[src/hdl/lea_pkg.sv]
// LEA cipher package: constants, register indexes and word helpers.
package lea_pkg;

   localparam int unsigned WordWidth = 32;
   localparam int unsigned HalfWidth = 64;
   localparam int unsigned KeyWords  = 8;
   localparam int unsigned RkWords   = 6;

   typedef logic [WordWidth-1:0] word_type;
   typedef logic [HalfWidth-1:0] half_type;
   typedef logic [4:0]           round_type;
   typedef logic [2:0]           csr_index_type;
   typedef logic [1:0]           key_mode_type;

   localparam csr_index_type CsrKeyMode = 3'd0;
   localparam csr_index_type CsrKey01   = 3'd1;
   localparam csr_index_type CsrKey23   = 3'd2;
   localparam csr_index_type CsrKey45   = 3'd3;
   localparam csr_index_type CsrKey67   = 3'd4;

   localparam key_mode_type Mode128      = 2'd0;
   localparam key_mode_type Mode192      = 2'd1;
   localparam key_mode_type Mode256      = 2'd2;
   localparam key_mode_type ModeReserved = 2'd3;

   localparam round_type LastRound128 = round_type'(24 - 1);
   localparam round_type LastRound192 = round_type'(28 - 1);
   localparam round_type LastRound256 = round_type'(32 - 1);

   localparam word_type Delta [KeyWords] = '{
      32'hc3efe9db, 32'h44626b02, 32'h79e27c8a, 32'h78df30ec,
      32'h715ea49e, 32'hc785da0a, 32'he04ef22a, 32'he5c40957
   };

   localparam logic [4:0] KeyRot [RkWords] = '{5'd1, 5'd3, 5'd6, 5'd11, 5'd13, 5'd17};

   function automatic word_type rotl32(input word_type v, input logic [4:0] n);
      logic [2*WordWidth-1:0] w;
      begin
         w = {v, v} << n;
         return w[2*WordWidth-1:WordWidth];
      end
   endfunction

   function automatic word_type bswap32(input word_type a);
      return {a[7:0], a[15:8], a[23:16], a[31:24]};
   endfunction

endpackage

[src/hdl/lea_block_encrypt.sv]
// LEA block encryption top level: key storage, round sequencer and round datapath.
//
// Usage: write key_mode and the four key word pairs through the csr_ port
// (index 0 mode, 1..4 key words) while the block is idle; writes take effect
// at once, indexes above 4 are ignored.
// A request is taken at a clock edge with start high and busy low; the
// plaintext is sampled from req_plain_high/req_plain_low at that edge.
// One round of key schedule plus round function runs per cycle, for 24,
// 28 or 32 rounds with a 128, 192 or 256 bit key, and the result is registered
// at the end of the last round. rsp_valid is high for exactly one cycle with
// rsp_cipher_high/rsp_cipher_low; the receiver cannot hold it off.
// busy drops in the result cycle, so a new request can be taken at the edge
// that ends it; the single round unit takes no new block while one runs.
// Reset clears the key registers and mode to zero and returns to idle;
// a block in flight is dropped.
module lea_block_encrypt (
   input  logic              clock,
   input  logic              reset,
   input  logic              start,
   output logic              busy,
   input  lea_pkg::half_type req_plain_high,
   input  lea_pkg::half_type req_plain_low,
   output logic              rsp_valid,
   output lea_pkg::half_type rsp_cipher_high,
   output lea_pkg::half_type rsp_cipher_low,
   input  logic              csr_write_enable,
   input  lea_pkg::csr_index_type csr_index,
   input  lea_pkg::half_type csr_write_data
);
   import lea_pkg::*;

   typedef enum logic {
      ST_IDLE,
      ST_RUN
   } state_type;

   state_type    state_ff, state_in;
   logic         rsp_valid_ff, rsp_valid_in;
   round_type    round_ff, round_in;
   logic [2:0]   didx_ff, didx_in;
   key_mode_type key_mode_ff;
   half_type     key_ff [4];
   word_type     t_ff [KeyWords];
   word_type     t_in [KeyWords];
   word_type     x_ff [4];
   word_type     x_in [4];

   logic       m256, m192;
   round_type  last_round;
   logic [2:0] last_didx;
   word_type   dr;
   word_type   nk [RkWords];
   word_type   rk [RkWords];
   logic       accept;

   assign m256       = key_mode_ff[1];
   assign m192       = (key_mode_ff == Mode192);
   assign last_round = m256 ? LastRound256 : (m192 ? LastRound192 : LastRound128);
   assign last_didx  = m256 ? 3'd7 : (m192 ? 3'd5 : 3'd3);
   assign accept     = start && (state_ff == ST_IDLE);

   // key schedule: one rotated delta, fixed extra rotations per word
   assign dr = rotl32(Delta[didx_ff], round_ff);

   always_comb begin
      for (int j = 0; j < RkWords; j++) begin
         nk[j] = rotl32(t_ff[j] + rotl32(dr, 5'(j)), KeyRot[j]);
      end
      if (m256 || m192) begin
         for (int j = 0; j < RkWords; j++) begin
            rk[j] = nk[j];
         end
      end else begin
         rk[0] = nk[0];
         rk[1] = nk[1];
         rk[2] = nk[2];
         rk[3] = nk[1];
         rk[4] = nk[3];
         rk[5] = nk[1];
      end
   end

   always_comb begin
      state_in     = state_ff;
      rsp_valid_in = 1'b0;
      round_in     = round_ff;
      didx_in      = didx_ff;
      t_in         = t_ff;
      x_in         = x_ff;
      unique case (state_ff)
         ST_IDLE: begin
            if (start) begin
               state_in = ST_RUN;
               round_in = '0;
               didx_in  = '0;
               for (int j = 0; j < 4; j++) begin
                  t_in[2*j]   = bswap32(key_ff[j][HalfWidth-1:WordWidth]);
                  t_in[2*j+1] = bswap32(key_ff[j][WordWidth-1:0]);
               end
               x_in[0] = bswap32(req_plain_high[HalfWidth-1:WordWidth]);
               x_in[1] = bswap32(req_plain_high[WordWidth-1:0]);
               x_in[2] = bswap32(req_plain_low[HalfWidth-1:WordWidth]);
               x_in[3] = bswap32(req_plain_low[WordWidth-1:0]);
            end
         end
         ST_RUN: begin
            // 256-bit mode rotates the key file so the next six words sit at 0..5
            if (m256) begin
               t_in[0] = t_ff[6];
               t_in[1] = t_ff[7];
               for (int j = 0; j < RkWords; j++) begin
                  t_in[j+2] = nk[j];
               end
            end else if (m192) begin
               for (int j = 0; j < RkWords; j++) begin
                  t_in[j] = nk[j];
               end
            end else begin
               for (int j = 0; j < 4; j++) begin
                  t_in[j] = nk[j];
               end
            end
            x_in[0] = rotl32((x_ff[0] ^ rk[0]) + (x_ff[1] ^ rk[1]), 5'd9);
            x_in[1] = rotl32((x_ff[1] ^ rk[2]) + (x_ff[2] ^ rk[3]), 5'd27);
            x_in[2] = rotl32((x_ff[2] ^ rk[4]) + (x_ff[3] ^ rk[5]), 5'd29);
            x_in[3] = x_ff[0];
            round_in = round_ff + 5'd1;
            didx_in  = (didx_ff == last_didx) ? 3'd0 : didx_ff + 3'd1;
            if (round_ff == last_round) begin
               state_in     = ST_IDLE;
               rsp_valid_in = 1'b1;
            end
         end
         default: state_in = ST_IDLE;
      endcase
   end

   always_ff @(posedge clock) begin
      if (reset) begin
         state_ff     <= ST_IDLE;
         rsp_valid_ff <= 1'b0;
         round_ff     <= '0;
         didx_ff      <= '0;
      end else begin
         state_ff     <= state_in;
         rsp_valid_ff <= rsp_valid_in;
         round_ff     <= round_in;
         didx_ff      <= didx_in;
      end
      t_ff <= t_in;
      x_ff <= x_in;
   end

   always_ff @(posedge clock) begin
      if (reset) begin
         key_mode_ff <= '0;
         for (int j = 0; j < 4; j++) begin
            key_ff[j] <= '0;
         end
      end else if (csr_write_enable) begin
         unique case (csr_index)
            CsrKeyMode: key_mode_ff <= csr_write_data[1:0];
            CsrKey01:   key_ff[0]   <= csr_write_data;
            CsrKey23:   key_ff[1]   <= csr_write_data;
            CsrKey45:   key_ff[2]   <= csr_write_data;
            CsrKey67:   key_ff[3]   <= csr_write_data;
            default: ;
         endcase
      end
   end

   assign busy            = (state_ff == ST_RUN);
   assign rsp_valid       = rsp_valid_ff;
   assign rsp_cipher_high = {bswap32(x_ff[0]), bswap32(x_ff[1])};
   assign rsp_cipher_low  = {bswap32(x_ff[2]), bswap32(x_ff[3])};

   a_accept_busy: assert property (@(posedge clock) disable iff (reset)
      accept |=> busy)
      else $error("request accepted but block not busy");

   a_rsp_single: assert property (@(posedge clock) disable iff (reset)
      rsp_valid |-> !busy && $past(busy) && $past(round_ff) == $past(last_round))
      else $error("result strobe outside the final round");

   a_round_range: assert property (@(posedge clock) disable iff (reset)
      busy |-> round_ff <= last_round && didx_ff <= last_didx)
      else $error("round or delta counter out of range");

   a_rsp_pulse: assert property (@(posedge clock) disable iff (reset)
      rsp_valid |=> !rsp_valid)
      else $error("result strobe longer than one cycle");

endmodule
[config.mk]
export PLATFORM = sky130hd
export DESIGN_NAME = lea_block_encrypt
export DESIGN_NICKNAME = d
export VERILOG_FILES = /design/src/hdl/lea_pkg.sv /design/src/hdl/lea_block_encrypt.sv
export SDC_FILE = /design/constraint.sdc
export NUM_CORES = 2
export LEC_CHECK = 0
export ABC_AREA = 1
export BUFFER_PORTS_ARGS = -buffer_cell sky130_fd_sc_hd__buf_2
export CELL_PAD_IN_SITES_DETAIL_PLACEMENT = 0
export CELL_PAD_IN_SITES_GLOBAL_PLACEMENT = 1
export CORE_MARGIN = 8
export CORE_UTILIZATION = 35
export CTS_CLUSTER_DIAMETER = 60
export DETAILED_ROUTE_END_ITERATION = 7
export PLACE_DENSITY_LB_ADDON = 0.1
export SLEW_MARGIN = 20
export SYNTH_ARGS = -nofsm -noshare
export SYNTH_HDL_FRONTEND = slang
export SYNTH_SLANG_ARGS = --single-unit
export TNS_END_PERCENT = 50
[constraint.sdc]
create_clock -name clock -period 7.15 [get_ports clock]
set_input_delay 1.0725 -clock clock [delete_from_list [all_inputs] [get_ports clock]]
set_output_delay 1.0725 -clock clock [all_outputs]
set_load 0.1 [all_outputs]
---- Yosys cells after proc, flatten, opt, wreduce, memory -nomap -nowiden ----
Memory sizes are Yosys's and may differ from the RTL's.
Cells that the tools add are included.
cells by class
  $add $sub $neg .......................... 11
  multipliers ............................. 0
  div/mod/pow operators ................... 0
  magnitude comparators ................... 1
  equality and inequality tests ........... 10
  shift operators ......................... 1
  muxes and demuxes ....................... 45
  bitwise operators ....................... 12
  reductions and logical operators ........ 6
operators with widths
  operator                                                  count
  one-hot mux 256 bit (2 select lines)                      1
  2-to-1 mux 64 bit                                         6
  adder 32 bit                                              9
  2-to-1 mux 256 bit                                        1
  one-hot mux 128 bit (2 select lines)                      1
  2-to-1 mux 192 bit                                        1
  bitwise XOR 32 bit                                        6
  2-to-1 mux 128 bit                                        1
  2-to-1 mux 96 bit                                         1
  2-to-1 mux 32 bit                                         2
  left shift 64 x 5 -> 64 bit                               1
  2-to-1 mux 1 bit                                          21
  2-to-1 mux 3 bit                                          4
  one-hot mux 5 bit (2 select lines)                        1
  2-to-1 mux 4 bit                                          2
  equality test 3 x 2 -> 1 bit, second input constant       2
  one-hot mux 3 bit (2 select lines)                        1
  AND reduction 2 bit                                       3
  adder 5 x 1 -> 5 bit, second input constant               1
  equality test 5 bit                                       1
  2-to-1 mux 5 bit                                          1
  greater-or-equal comparator 4 bit, second input constant  1
  NOT 3 -> 4 bit                                            1
  bitwise OR 1 bit                                          4
  13 further kinds                                          13
word-level totals
  bits in registers ....................... 396
  bits in latches ......................... 0
  memory bits (writable) .................. 256
  ROM bits ................................ 256
  input bits .............................. 199
  memories kept ........................... 2
memory list
  name              depth  width  rd ports  clocked after memory_dff  write ports  RTL line                 source
  (name not given)  8      32     1         0                         0            lea_block_encrypt.sv:63  assign dr = rotl32(Delta[didx_ff], round_ff);
  key_ff            4      64     4         0                         4            lea_block_encrypt.sv:42  half_type key_ff [4];

---- Depth between registers and ports, before layout ----
  word-level depth ........................ 10
  mapped depth ............................ 47

---- Worst setup path after synthesis ----
Ideal clock, no wire load.
  path type ............................... register to register
  from .................................... register state_ff (netlist: busy)
  to ...................................... register state_ff (netlist: busy)
  library setup time ...................... 0.088 ns
  arrival time ............................ 6.821 ns
  required time ........................... 7.062 ns
  setup slack ............................. 0.241 ns
  cell stages (with the launch flop) ...... 5
  buffers on the path ..................... 1
  period minus slack after synthesis ...... 6.909 ns
  cell sequence ........................... dfxtp_1 buf_2 nor2_1 inv_1 and3_1
between the ends
  cells in the longest elaborated chain, start to end .. 2
ends and longest elaborated chain
  what                                    RTL line                  source
  start, declared                         lea_block_encrypt.sv:37   state_type state_ff, state_in;
  start signal, assigned                  lea_block_encrypt.sv:145  state_ff <= state_in;
  NOT 1 bit (no source line)              n/a
  one-hot mux 1 bit (2 select lines) (*)  lea_block_encrypt.sv:90   unique case (state_ff)
Mark *: on every way between the ends. The rest lies on a longest branch, timed or not.
A chain may end at the register's enable or synchronous reset.

==> summary.md <==
| Metric | Value |
|---|---|
| Post-Syn Instances | 6337 |
| Router iterations before antenna repair | 6 |
| Slew HR | 0.142 |
| I/O Buffers | 328 |
| Worst Skew | around 0.036 ns |
| Ports | 329 |
| Max clock buf depth | 3 |
| Count leader, synth | nand2_1 |
| WS Path Type | reg -> reg |
| First-pass GRT wire length | 379 mm |
| Clock Pin Slew Worst Setup and Hold Paths | around 0.06 ns |
| WL/cell | 31.7 um |
| Site Rows | approximately 140 |
| Starting DRT DRC Count | ~5400 |
| Most frequent CP cell | nand2_1 |
| Largest net degree at the start of global routing | 170 |
| Hold slack | approximately 0.51 ns |
| Max Fanout on Critical Path | 5 |
| Arrival @ worst endpoint | 7.33 ns |
| Cell accounting for the most synthesized area | edfxtp_1 |
| Fraction of layout cells with a size suffix above 1 | 0.149 |
| Post-synthesis sequential area ratio | 0.398 |
| Clk_lat worst skew | 0.75 ns |
| Overall routing resource usage | 0.355 |
| Critical path's slowest cell | dfxtp_1 |
| Die height | 390 um |
| Root Driver | clkbuf_16 |
| Status | finished clean |
| Die ar. | 152000 um2 |
| Area of the multi-input gates | 26600 um2 |
| Avg Cell Area, Syn | 7.72 um2 |
| Clock tree sinks | 652 |
| Placed instance area | 54800 um2 |
| Pre-CTS setup slack | 0.0426 ns |
| Hold Path Origin | key_mode_ff[0] |
| Initial core utilization | 0.351 |
| Final hold vios | 0 |
| Power density cells | 611 nW/um2 |
| Die width | between 300 and 400 um |
| Fmax | 146 MHz |
| Max Cap Violations | 0 |
| CTS buffer count | 94 |
| Max IR drop VDD | 0.432 mV |
| GP Congestion | 1.04 |
| Slew of the pin with the lowest slew margin | 1.29 ns |
| CP Launch Type | flop |
| Leak | around 27 nW |
| Delay-heaviest family, CP | compound AO/OA/AOI/OAI gates |
| Post-route ant nets | 0 |
| Top_reg_cell synth | edfxtp_1 |
| Max-slew violations | 0 |
| Worst R2R Start | didx_ff[1] |
| Setup violations, final | 0 |
| H-tree depth | 3 |
| GRT Residual Overflow | 0 |
| Hold crit path type | reg -> reg |
| Post-synth top cells | nand2_1 (1842), inv_1 (654), edfxtp_1 (640), nor2_1 (630), nand3_1 (488) |
| CTS tree | yes |
| Buf+Inv Stages, Crit Path | 7 |
| RSZ-0062 raised after global routing | true |
| Nets | 7415 |
| Area added between synthesis and finish | 19.4% |
| DPL Wire Length | around 230 mm |
| Setup slack after layout | slightly above 0.3 ns |
| Sum Neg Setup Slack | 0 ns |
| Yosys warns | 0 |
| Post-DR vias/cell | about 5.5 |
| Inst Count DP | between 8000 and 9000 |
| Minimum clock period | 6.85 ns |
| Cell area after synthesis | 48900 um2 |
| Flops & latches, synth | ~650 |
| CP required | 7.63 ns |
| Crit. End Element | flop |
| Number of flops mapped to enable cells by yosys | 640 |
| Synthesized Nets | between 6000 and 7000 |
| Slowest cell delay on critical path | 0.38 ns |
| Total length of routed wires | roughly 280 mm |
| Vias in the first global route | 46700 |
| Period Utilization, post-route | 0.958 |
| Design area | 58400 um2 |
| Setup crit start | didx_ff[1] |
| Vias | 49200 |
| Non-Filler Instances | 8875 |
| Async SR Flop Fraction | 0 |
| Post-synth cell types | 73 |
| Fillcell total | between 10000 and 15000 |
| Top cell type's share of synthesized area | 0.393 |
| Register area | around 20000 um2 |
| Largest cells by area after synthesis | edfxtp_1 (39%), nand2_1 (14%), ha_1 (7.5%), inv_1 (5.0%), nand3_1 (5.0%) |
| CORE AREA | roughly 140000 um2 |
| DRC Markers | 0 |
| Initial antenna violation count | 23 |
placed cells by master, fill, tap and decap left out, types with 35 or more instances in the layout:
master     count
a21o_1        44
a21oi_1      291
a31oi_1       63
buf_2        328
buf_4        325
clkbuf_16     94
edfxtp_1     640
ha_1         288
inv_1        650
nand2_1     1827
nand3_1      483
nand3_2       35
nand4_1       46
nor2_1       625
nor3_1        44
o211ai_1     109
o21ai_0      288
o21ai_1       52
o21bai_1      44
o221ai_1      37
xnor2_1       80
xor2_1       197
routing by layer:
layer | track usage | vias up | routed length, um
met1 | 0.464 | 24000 | 117000
met4 | 0.183 | 6 | 18300
li1 | - | 22600 | -
met5 | 0 | - | 47
met2 | 0.567 | 2193 | 126000
met3 | 0.0595 | 480 | 20300
per-stage QoR:
stage,power (mW),util
4_1_cts,35.1,0.416
3_5_place_dp,30.2,0.394
2_1_floorplan,19.6,-
3_3_place_gp,30.4,0.394
6_report,35.7,0.419
5_1_grt,37.3,0.419
flip-flops by register name, indices dropped and copies added, names as in the netlist:
| name | flops |
|---|---|
| key_mode_ff | 2 |
| busy | 1 |
| rsp_valid | 1 |
| didx_ff | 3 |
| t_ff | 256 |
| rsp_cipher_high | 64 |
| key_ff | 256 |
| round_ff | 5 |
| rsp_cipher_low | 64 |
path summary, 6_finish.rpt:
check	endpoint	slack, ns	depth (start not counted)
min	key_mode_ff[0]	0.51	2
max reg2reg	rsp_cipher_low[42]	0.30	38
min reg2reg	key_mode_ff[0]	0.51	2
max	rsp_cipher_low[42]	0.30	38
worst reg2reg max path: cells and delay by family, from the launching register on:
kind,cells,cell delay [ns]
compound gates,12,2.54
xor+xnor,1,0.26
fa+ha+maj,3,0.89
buf+inv,7,1.00
flops,1,0.38
simple gates,15,1.56
where the power goes:
part	leakage, nW	switching (mW)	internal, mW
registers	6.42	0.972	5.15
clock network	1.49	2.05	2.66
logic	18.6	17.1	7.75
cell families after synthesis:
logic type | synth area share
AND/OR/NAND/NOR | 0.273
AO/OA/AOI/OAI | 0.128
buffers and inverters | 0.0669
flip-flops | 0.398
adder cells (fa/ha/maj) | 0.0784
XOR/XNOR | 0.0560
multiplexers | 0.000205
repair_timing:
action / 4_1_cts / 5_1_grt
endpoints found under the setup margin: 0 / 70
hold buffers: 0 / 0
gates resized for setup: 0 / 84
hold endpoints to repair: 0 / 0
setup buffers: 0 / 5
cell type report:
class                      count  area share
multi-input combinational   4835       0.456
clock buffer                 107      0.0411
tap                         1876      0.0402
clock inverter                65      0.0122
sequential                   652       0.333
antenna                        8    0.000343
inverter                     665      0.0431
timing repair buffer         667      0.0739
(Power assumes the default switching activity.)
